<file path="src/rtl/sequenced_update_gap_tracker_macros.svh">
// assertion helpers used by sugt_ctrl
`ifndef SEQUENCED_UPDATE_GAP_TRACKER_MACROS_SVH
`define SEQUENCED_UPDATE_GAP_TRACKER_MACROS_SVH

// same-cycle implication
`define SUGT_ASSERT_NOW(lbl, clk, rst, ante, cons) \
  lbl: assert property (@(posedge clk) disable iff (rst) (ante) |-> (cons)) \
    else $error("sugt assertion failed");

// next-cycle implication
`define SUGT_ASSERT_NEXT(lbl, clk, rst, ante, cons) \
  lbl: assert property (@(posedge clk) disable iff (rst) (ante) |=> (cons)) \
    else $error("sugt assertion failed");

`endif

</file>
<file path="src/rtl/sugt_pkg.sv">
`timescale 1ns / 1ps
package sugt_pkg;

  localparam int OP_W       = 3;
  localparam int SEQ_W      = 63;
  localparam int ID_W       = 32;
  localparam int VAL_W      = 64;
  localparam int TIME_W     = 48;
  localparam int TO_W       = 47;
  localparam int LAST_W     = 64;
  localparam int CFG_IDX_W  = 2;
  localparam int CFG_DATA_W = 47;

  localparam logic [OP_W-1:0] OP_MC_HDR   = 3'd0;
  localparam logic [OP_W-1:0] OP_MC_ENTRY = 3'd1;
  localparam logic [OP_W-1:0] OP_TCP_REPLY = 3'd2;
  localparam logic [OP_W-1:0] OP_TCP_HB   = 3'd3;
  localparam logic [OP_W-1:0] OP_TIME_CHK = 3'd4;

  localparam logic [CFG_IDX_W-1:0] CFG_BASE_ID = 2'd0;
  localparam logic [CFG_IDX_W-1:0] CFG_TIMEOUT = 2'd1;

  localparam logic [TO_W-1:0]   INIT_SILENCE_USEC = TO_W'(10 * 1000000);
  localparam logic [LAST_W-1:0] NONE_SEQ          = '1;

  typedef struct packed {
    logic [OP_W-1:0]   operation;
    logic [SEQ_W-1:0]  sequence_number;
    logic              heartbeat_flag;
    logic [ID_W-1:0]   record_id;
    logic [VAL_W-1:0]  record_value;
    logic [TIME_W-1:0] now_usec;
  } item_t;

  typedef struct packed {
    logic              write_valid;
    logic [ID_W-1:0]   write_id;
    logic [VAL_W-1:0]  write_value;
    logic [TIME_W-1:0] write_time;
    logic              gap_valid;
    logic [SEQ_W-1:0]  gap_low;
    logic [SEQ_W-1:0]  gap_high;
    logic              mcast_dead;
    logic              tcp_dead;
    logic              id_error;
  } result_t;

  typedef struct packed {
    logic clear;
    logic accept;
    logic exec;
  } sugt_cmd_t;

  typedef struct packed {
    logic clear_last;
  } sugt_stat_t;

endpackage

</file>
<file path="src/rtl/sugt_ctrl.sv">
`timescale 1ns / 1ps
`include "sequenced_update_gap_tracker_macros.svh"
module sugt_ctrl import sugt_pkg::*; (
  input  logic       clk,
  input  logic       rst,
  input  logic       in_valid,
  output logic       in_ready,
  output logic       out_valid,
  input  logic       out_ready,
  output sugt_cmd_t  cmd,
  input  sugt_stat_t stat
);

  typedef enum logic [1:0] {
    ST_CLEAR,
    ST_IDLE,
    ST_EXEC
  } state_t;

  state_t state;
  logic   accept;

  assign in_ready = (state == ST_IDLE) && (!out_valid || out_ready);
  assign accept   = in_valid && in_ready;

  assign cmd.clear  = (state == ST_CLEAR);
  assign cmd.accept = accept;
  assign cmd.exec   = (state == ST_EXEC);

  always_ff @(posedge clk) begin
    if (rst) begin
      state     <= ST_CLEAR;
      out_valid <= 1'b0;
    end else begin
      if (out_valid && out_ready) begin
        out_valid <= 1'b0;
      end
      case (state)
        ST_CLEAR: begin
          if (stat.clear_last) begin
            state <= ST_IDLE;
          end
        end
        ST_IDLE: begin
          if (accept) begin
            state <= ST_EXEC;
          end
        end
        ST_EXEC: begin
          out_valid <= 1'b1;
          state     <= ST_IDLE;
        end
        default: begin
          state <= ST_CLEAR;
        end
      endcase
    end
  end

  `SUGT_ASSERT_NEXT(a_accept_to_exec, clk, rst, accept, state == ST_EXEC)
  `SUGT_ASSERT_NOW(a_exec_slot_free, clk, rst, state == ST_EXEC, !out_valid)
  `SUGT_ASSERT_NEXT(a_exec_gives_word, clk, rst, state == ST_EXEC, out_valid)
  `SUGT_ASSERT_NEXT(a_stall_holds, clk, rst, out_valid && !out_ready, out_valid)

endmodule

</file>
<file path="config.mk">
export PLATFORM = sky130hd
export DESIGN_NAME = sugt_ctrl
export DESIGN_NICKNAME = d
export VERILOG_FILES = /design/src/rtl/sugt_pkg.sv /design/src/rtl/sugt_ctrl.sv
export VERILOG_INCLUDE_DIRS = /design/src /design/src/rtl
export SDC_FILE = /design/constraint.sdc
export NUM_CORES = 1
export LEC_CHECK = 0
export ABC_AREA = 1
export BUFFER_PORTS_ARGS = -buffer_cell sky130_fd_sc_hd__buf_2
export CORE_AREA = 5 5 42 44
export DETAILED_ROUTE_END_ITERATION = 8
export DIE_AREA = 0 0 47 49
export MAX_ROUTING_LAYER = met4
export SLEW_MARGIN = 20
export SYNTH_ARGS = -nofsm -noshare
export SYNTH_HDL_FRONTEND = slang
export SYNTH_SLANG_ARGS = --single-unit
export TNS_END_PERCENT = 1
</file>
<file path="constraint.sdc">
create_clock -name clk -period 1.2 [get_ports clk]
set_input_delay 0.24 -clock clk [delete_from_list [all_inputs] [get_ports clk]]
set_output_delay 0.24 -clock clk [all_outputs]
set_load 0.02 [all_outputs]
</file>
==> flow_results.org, run 1 <==
** Placement
- Once detailed placement completed, the half-perimeter wirelength came to about 290 µm.
- At the end of routability-driven placement, the weighted congestion stood at 0.707.
- Including well taps, the total number of placed cells is 46.
- Number of buffers inserted by port buffering :: 9
- Worst slack after detailed placement :: 96.7 ps

** Timing
- Total negative slack for setup checks :: -2.69 ps
- Setup repair after global routing could not meet its margin everywhere.
- Worst-Margin Slew :: approximately 140 ps
- Achievable Freq :: between 800 and 900 MHz
- Measured against its own limit, the worst slew margin works out to 0.905.
- After layout, the minimum clock period comes to 1200 ps.
- Number of setup violations in the final report :: 1
- Skew final :: 2.06 ps
- Worst setup margin :: -2.69 ps
- Period Utilization, post-route :: 1.00
- Hold Vio Cnt, Final :: 0
- Max-slew violation count :: 0

** Clock network
- Number of buffers created by CTS :: 3
- Insertion delay of the later-clocked pin in the worst-skew pair :: 230 ps
- TritonCTS clock tree :: yes
- Clock tree synthesis selected as its root buffer the cell sky130_fd_sc_hd__clkbuf_4.
- H-tree depth :: 1
- Reg clk slew, reported paths :: 40 ps
- Post-CTS Hold Fix Bufs :: 0
- Clock sink total :: 3
- CTS Buffer Depth :: 2

** Critical path
- The critical path goes through inv_2 > nand2_2 > nor3b_2 > buf_4.
- Worst path buffer plus inverter count :: 2
- Crit. path cell count :: 4
- CP startpoint :: state[1]$_SDFFE_PP0P_
- The most critical setup path has its endpoint at cmd[1].
- Data required time at the worst endpoint :: 960 ps
- Along the worst path, the maximum fanout reaches 3.
- Count of cells along the worst register-to-register path :: 7
- The worst register-to-register path ends at state[0]$_SDFFE_PP0P_.
- STA classifies the critical path endpoint as an output port.
- Broken down by cell family, the worst path's largest delay share belongs to flip-flops.
- STA puts the critical path data arrival time at approximately 960 ps.
- In this run the critical register-to-register path is launched from state[1]$_SDFFE_PP0P_.
- Crit path launch type :: flop
- Type of the worst setup path :: reg -> out
- Critical path's largest stage delay :: 320 ps
- The slowest stage of the critical path belongs to the cell sky130_fd_sc_hd__dfxtp_2.
- Setup slack on the worst reg-to-reg path comes out at 220 ps.

** GRT
- Global-route wire length before repair :: 648 µm
- Leftover overflow at the end of global routing :: 0
- Initial antenna violation count :: 0
- The number of global-route vias before repair came to 174.
- Maximum number of pins on one net before global-route repair :: 4
- Across every metal layer, demand over resource in global routing totals 0.0455.

** Detailed routing
- The first routing iteration left 0 violations.
- For this run, the detailed router's first-pass iteration total came to 1.
- In this run the top signal layer used is met3.
- Met3 routed wirelength :: 74 µm
- Total DRC errors in the routed layout :: 0
- Wires add up to 373 µm.
- Sum of met2 wire segment lengths after detailed routing :: about 180 µm
- The detail route stage leaves a number of antenna-violating nets equal to 0.
- Routed metal-1 wire length :: roughly 120 µm
- Via count :: 178
- Number of vias per cell :: 3.36
- In the final routed layout, each cell accounts on average for roughly 7 µm.

** Finish
- The sequential cells in the finished layout cover a total of 63.8 µm².
- Highest-count cells in the layout ignoring fill and taps :: 8 x sky130_fd_sc_hd__buf_2, 4 x sky130_fd_sc_hd__nor2_1, 4 x sky130_fd_sc_hd__buf_4
- The multi-input combinational cells in the finished layout cover a total of around 70 µm².
- Diode count :: 0
- Area added between synthesis and finish :: 80.7%
- The library cell used most frequently in the layout, excluding fill and tap cells, is sky130_fd_sc_hd__buf_2.
- Net count reported at finish :: 43
- In the final layout, the share of cells above drive strength 1 is 0.649.
- Once layout is complete, the utilization of the core stands at 0.192.
- Number of inserted filler cells in the final layout :: 167
- The finished layout holds 53 standard cells, fillers aside.

** Floorplan
- 10 I/O pins were placed.
- The floorplan has 14 rows.
- Die height :: roughly 49 µm
- For this configuration, the core starts out at a cell density of 0.106.
- The die is 47 µm wide.
- Area of the die :: 0.00230 mm²
- The region available for standard cell placement spans between 0.001 and 0.0015 mm².

** Min path
- Min-Delay Path Class :: in -> reg

** Logic synthesis
- Syn nets :: 27
- Averaged over all synthesized cells, the footprint is 6.77 µm².
- Number of flip-flops and latches in the synthesized netlist :: 3
- Of the synthesized area, sequential elements account for 0.403.
- Cell accounting for the most synthesized area :: sky130_fd_sc_hd__dfxtp_1
- Number of instances in the synthesized netlist :: 22
- The Yosys step of the flow raised 0 warnings.
- Top-area cell type share of the netlist area :: 0.403
- Total standard cell area after synthesis :: 149 µm²
- Yosys attributes the largest share of cell area to sky130_fd_sc_hd__dfxtp_1 40%, sky130_fd_sc_hd__inv_1 13%, sky130_fd_sc_hd__nand2_1 10%, sky130_fd_sc_hd__nor2_1 10%, sky130_fd_sc_hd__a21oi_2 5.9%.
- Number of distinct library cells after synthesis :: 10

** Pwr
- Power consumption :: roughly 370 µW
- Across the VDD grid, the largest voltage drop is 0.201 mV.
- Dividing total power by cell area gives a power density of 1370 mW/mm².
- Leakage component of the power :: 0.000147 µW

** Run status
- Failing checks :: negative setup slack
- Outcome :: finished, violations left

** Flow run
- Max-cap violations in this run came to 0.
==> synth_stat cells <==
| library cell | count |
|---|---|
| sky130_fd_sc_hd__inv_1 | 5 |
| sky130_fd_sc_hd__nand2_1 | 4 |
| sky130_fd_sc_hd__nor2_1 | 4 |
| sky130_fd_sc_hd__dfxtp_1 | 3 |
| sky130_fd_sc_hd__a21oi_1 | 1 |
| sky130_fd_sc_hd__a21oi_2 | 1 |
| sky130_fd_sc_hd__buf_4 | 1 |
| sky130_fd_sc_hd__nand2_2 | 1 |
| sky130_fd_sc_hd__nor3_1 | 1 |
| sky130_fd_sc_hd__nor3b_1 | 1 |
==> worst min-delay path by stage <==
stage | startpoint | end | slack (ps) | depth (start not counted)
floorplan | rst | out_valid$_SDFFE_PP0P_ | 310 | 1
global placement | rst | state[0]$_SDFFE_PP0P_ | 440 | 2
detailed placement | rst | out_valid$_SDFFE_PP0P_ | 440 | 2
CTS | rst | out_valid$_SDFFE_PP0P_ | 190 | 2
global route | rst | out_valid$_SDFFE_PP0P_ | 200 | 2
finish | rst | out_valid$_SDFFE_PP0P_ | 190 | 2
==> flip-flops by register name, summed over array words and instances, names as in the netlist <==
register and flops:
out_valid 1, state 2
==> cells by family after synthesis <==
logic type / after synthesis / synth area share
AO/OA/AOI/OAI: 2 / 0.0924
buffers and inverters: 6 / 0.177
flip-flops: 3 / 0.403
AND/OR/NAND/NOR: 11 / 0.328
==> report_power, final <==
group	switching, µW	internal (µW)	total [µW]
clock network	49.2	124	174
logic	44.3	35.6	79.9
registers	5.51	109	114
total	99.0	269	368
==> stage by stage <==
| stage | hold WS, ps | instance area, µm² |
|---|---|---|
| floorplan | 309 | 149 |
| global placement | 436 | 206 |
| detailed placement | 439 | 206 |
| finish | 192 | 269 |
| CTS | 186 | 269 |
| global route | 197 | 269 |
==> repair_timing <==
| action | in CTS | in global routing |
|---|---|---|
| setup buffers | 3 | 0 |
| gates resized for setup | 8 | 0 |
| pin swaps | 2 | 0 |
| gates cloned | 0 | 0 |
| setup endpoints to repair | 1 | 2 |
==> per-layer routing <==
metal	vias to the layer above	track usage
li1	97	-
met1	74	0.0439
met2	7	0.0475
met3	0	0.0590
met4	0	0.0276
met5	-	-
==> cell type report <==
type | instances | share of cell area
tap | 16 | 0.0744
inverter | 5 | 0.0698
timing repair buffer | 12 | 0.260
sequential | 3 | 0.237
clock buffer | 4 | 0.0977
multi-input combinational | 13 | 0.260
(Power assumes the default switching activity.)
==> run 2, diff against run 1 <==
==> constraint.sdc (replaced) <==
create_clock -name clk -period 1.2 [get_ports clk]
set_input_delay 0.06 -clock clk [delete_from_list [all_inputs] [get_ports clk]]
set_output_delay 0.06 -clock clk [all_outputs]
set_load 0.02 [all_outputs]
==> run 2 against run 1 <==
  * First-iteration DRC count did not move
  * Worst hold slack got worse by 170 ps
  * Register-to-register slack improved by 160 ps
  * Power fell by 4.0%
  * Routed wire length fell by 4.6%
  * The run now ends clean
  * Clock-buffer cell count did not move
  * Sequential power barely moved
==> flow_results.org, run 2 (synthesis results as in run 1) <==
** Detailed routing
- Drt first-iter violations :: 0 (unchanged)
- The detailed-router iteration count before antenna repair was 1 (unchanged).
- The wire length reported by the detailed router came to 356 µm (-4.6%).
- The post-detailed-route via-to-cell ratio is 3.32 (-1.1%).
- Antenna violation net count after detailed routing :: 0 (unchanged)
- The via count of the routed design was 166 (-6.7%).
- The post-route DRC violation count is 0 (unchanged).
- Per-cell routed wire length :: 7.12 µm (+1.2%)

** Clock network
- The TritonCTS sink count came to 3 (unchanged).
- Post-CTS Hold Fix Bufs :: 0 (unchanged)
- The number of buffers created by CTS is 3 (unchanged).
- Reg clk slew, reported paths :: 40 ps (about the same)
- TritonCTS clock tree :: yes
- The deepest level of the CTS H-tree came to 1 (unchanged).
- Clock tree synthesis selected as its root buffer the cell sky130_fd_sc_hd__clkbuf_4.
- Setup Buffers After CTS :: 0 (-3)
- Insertion delay of the later-clocked pin in the worst-skew pair :: 230 ps (about the same)
- CTS Buffer Depth :: 2 (unchanged)

** Pwr
- The net switching fraction of the power came to 0.271 (+0.00211).
- Proportion of power drawn by flip-flops and latches :: 0.317 (+0.006)
- Part of the power in the clock network :: 0.491 (+0.019)
- The maximum resistive drop on vdd came to 0.243 mV (+21%).
- Gate power share :: 0.191 (-0.026)
- Switching power of the nets :: 95.8 µW (-3.2%)
- Internal power of the cells :: 257 µW (-4.2%)
- The leakage dissipation came to 0.000134 µW (-8.7%).
- The power density relative to cell area was 1490 mW/mm² (+8.7%).
- The total power is 353 µW (-4.0%).

** Floorplan
- The initial core utilization was 0.106 (unchanged).
- The number of rows created at floorplan came to 14 (unchanged).
- The y dimension of the die came to 49 µm (unchanged).
- The horizontal die dimension came to 47 µm (unchanged).
- The full die area was 0.00230 mm² (unchanged).
- The count of boundary I/O pins is 10 (unchanged).
- The area inside the core boundary was 0.00140 mm² (unchanged).

** Finish
- Leaving out fill and tap cells, the most frequent cell in the layout is sky130_fd_sc_hd__buf_2.
- Largest registers :: state (2), out_valid (1)
- The share of cells above drive strength 1 came to 0.441 (-0.207).
- Leaving out fill and tap cells, the most frequent cells in the layout are 9 x sky130_fd_sc_hd__buf_2, 5 x sky130_fd_sc_hd__inv_1, 4 x sky130_fd_sc_hd__nand2_1, 4 x sky130_fd_sc_hd__nor2_1.
- The net count of the finished layout is 40 (-7.0%).
- The final-layout fill cell count came to 173 (+3.6%).
- The number of antenna cells inserted is 0 (unchanged).
- The final cell area excluding filler cells is 238 µm² (-12%).
- More flip-flops sit in one register than any other, and that register is state.
- The post-route non-filler standard cell count came to 50 (-5.7%).
- Area added between synthesis and finish :: 59.7%
- The flip-flop count of the largest register, all copies and words added is 2 (unchanged).

** GRT
- Most crowded layer after global routing :: met3
- The global routing usage summed across all routing layers is 0.0433 (-0.00216).
- Vias in the first global route :: 135 (-22%)
- The pin count of the biggest net entering global routing is 5 (+1).
- The number of antenna violations at the first check in global routing came to 0 (unchanged).
- The overall overflow remaining after global route came to 0 (unchanged).
- Global-route met1 utilization :: 0.0351 (-0.00877)
- Global-route wire length before repair :: 545 µm (-16%)
- GR Layer Usage met2 :: 0.0385 (-0.00905)
- M3 GR Usage :: 0.0664 (+0.00738)

** Critical path
- Launch point of the worst reg-to-reg path :: state[0]$_SDFFE_PP0P_
- The number of cell instances on the worst register-to-register path was 5 (-2).
- The worst setup path is launched from a flop.
- Crit path DAT :: 1040 ps (+80 ps)
- The data required time of the critical path came to 1140 ps (+180 ps).
- Worst reg2reg endpoint :: state[0]$_SDFFE_PP0P_
- Type of the worst setup path :: reg -> out
- The largest driver fanout on the critical path came to 4 (+1).
- The setup slack of the most critical reg-to-reg path came to 380 ps (+160 ps).
- STA classifies the critical path endpoint as an output port.

** Timing
- Time the worst path needs with I/O delays and setup :: 1100 ps (-104 ps)
- Worst-Margin Slew :: 133 ps (-8.79 ps)
- The setup violation total in the final timing report was 0 (-1).
- Max-slew violation count :: 0 (unchanged)
- The final-report hold violation count was 0 (unchanged).
- Total negative slack for setup checks :: 0 ps (+2.69 ps)
- The final critical-path share of the clock period was 0.915 (-0.0870).
- The highest attainable clock frequency came to 910 MHz (+9.5%).
- The worst-case headroom to the max-slew limit is 0.911 (+0.00590).
- Setup repair after global routing missed its margin :: no
- Hold Worst Slack :: 18.4 ps (-174 ps)
- Skew final :: 0.260 ps (-1.80 ps)

** Flow run
- Max capacitance violation total :: 0 (unchanged)

** Placement
- The placer's final routability congestion estimate is 0.688 (-2.7%).
- Number of buffers inserted by port buffering :: 9 (unchanged)
- The number of placed cells counting well taps was 46 (unchanged).
- The placed instance area is 206 µm² (unchanged).

** Min path
- The worst hold path terminates at out_valid$_SDFFE_PP0P_.
- The path class of the tightest hold or removal check is in -> reg.
- Worst min-delay path startpoint :: rst
- Hold Path Stages :: 2 (unchanged)

** Run status
- The flow ran to the end, and the final reports show no timing, DRC or antenna violations.
[run 2: cell count changes in the layout (fill, tap and decap cells not counted), sizes merged]
cell	before	now
buf	12	9
[run 2: layout make-up]
cell class	instances	area [µm²]	share of cell area
Sequential cell	3	60.1	0.253
Tap cell	16	20.0	0.0842
Timing Repair Buffer	9	45.0	0.189
Clock buffer	4	26.3	0.111
Multi-Input combinational cell	13	67.6	0.284
Inverter	5	18.8	0.0789
[run 2: critical path, stage by stage, from the launching register on]
cell and delay (ps):
sky130_fd_sc_hd__dfxtp_1 310, sky130_fd_sc_hd__inv_1 60, sky130_fd_sc_hd__nand2_2 80, sky130_fd_sc_hd__nor3b_2 170, sky130_fd_sc_hd__buf_2 180
[run 2: worst max-delay path by stage]
stage                         to              startpoint  cells after the start  slack, ps
after floorplan           cmd[1]  out_valid$_SDFFE_PP0P_                      4        280
after global placement    cmd[1]   state[0]$_SDFFE_PP0P_                      3        330
after detailed placement  cmd[1]   state[1]$_SDFFE_PP0P_                      4        320
after CTS                 cmd[1]   state[1]$_SDFFE_PP0P_                      4         60
after global routing      cmd[1]   state[0]$_SDFFE_PP0P_                      3          7
final                     cmd[1]   state[1]$_SDFFE_PP0P_                      4        100
[run 2: power by group through the flow]
stage / sequential [µW] / combinational, µW / clock (µW)
final: 112 / 67.5 / 174
after global routing: 113 / 74.0 / 204
after CTS: 112 / 67.0 / 187
after detailed placement: 114 / 66.9 / 0
after global placement: 113 / 66.2 / 0
after floorplan: 115 / 44.0 / 0
[run 2: timing repair]
| action | in CTS | in global routing |
|---|---|---|
| gates resized for setup | 0 | 1 |
| setup endpoints to repair | 0 | 1 |
| endpoints found under the hold margin | 0 | 0 |
[run 2: layer usage]
layer  routed length (µm)  share of wire  vias to the layer above
met3                   62           0.17                        0
met5                    0              0                        -
met2                  174           0.49                        7
met4                    0              0                        0
li1                     -              -                       88
met1                  120           0.34                       71
[run 2: metrics by stage]
step,setup WS [ps],utilization
after floorplan,278,-
after global placement,331,0.147
after detailed placement,320,0.147
after CTS,59.2,0.166
after global routing,7.26,0.170
final,102,0.170
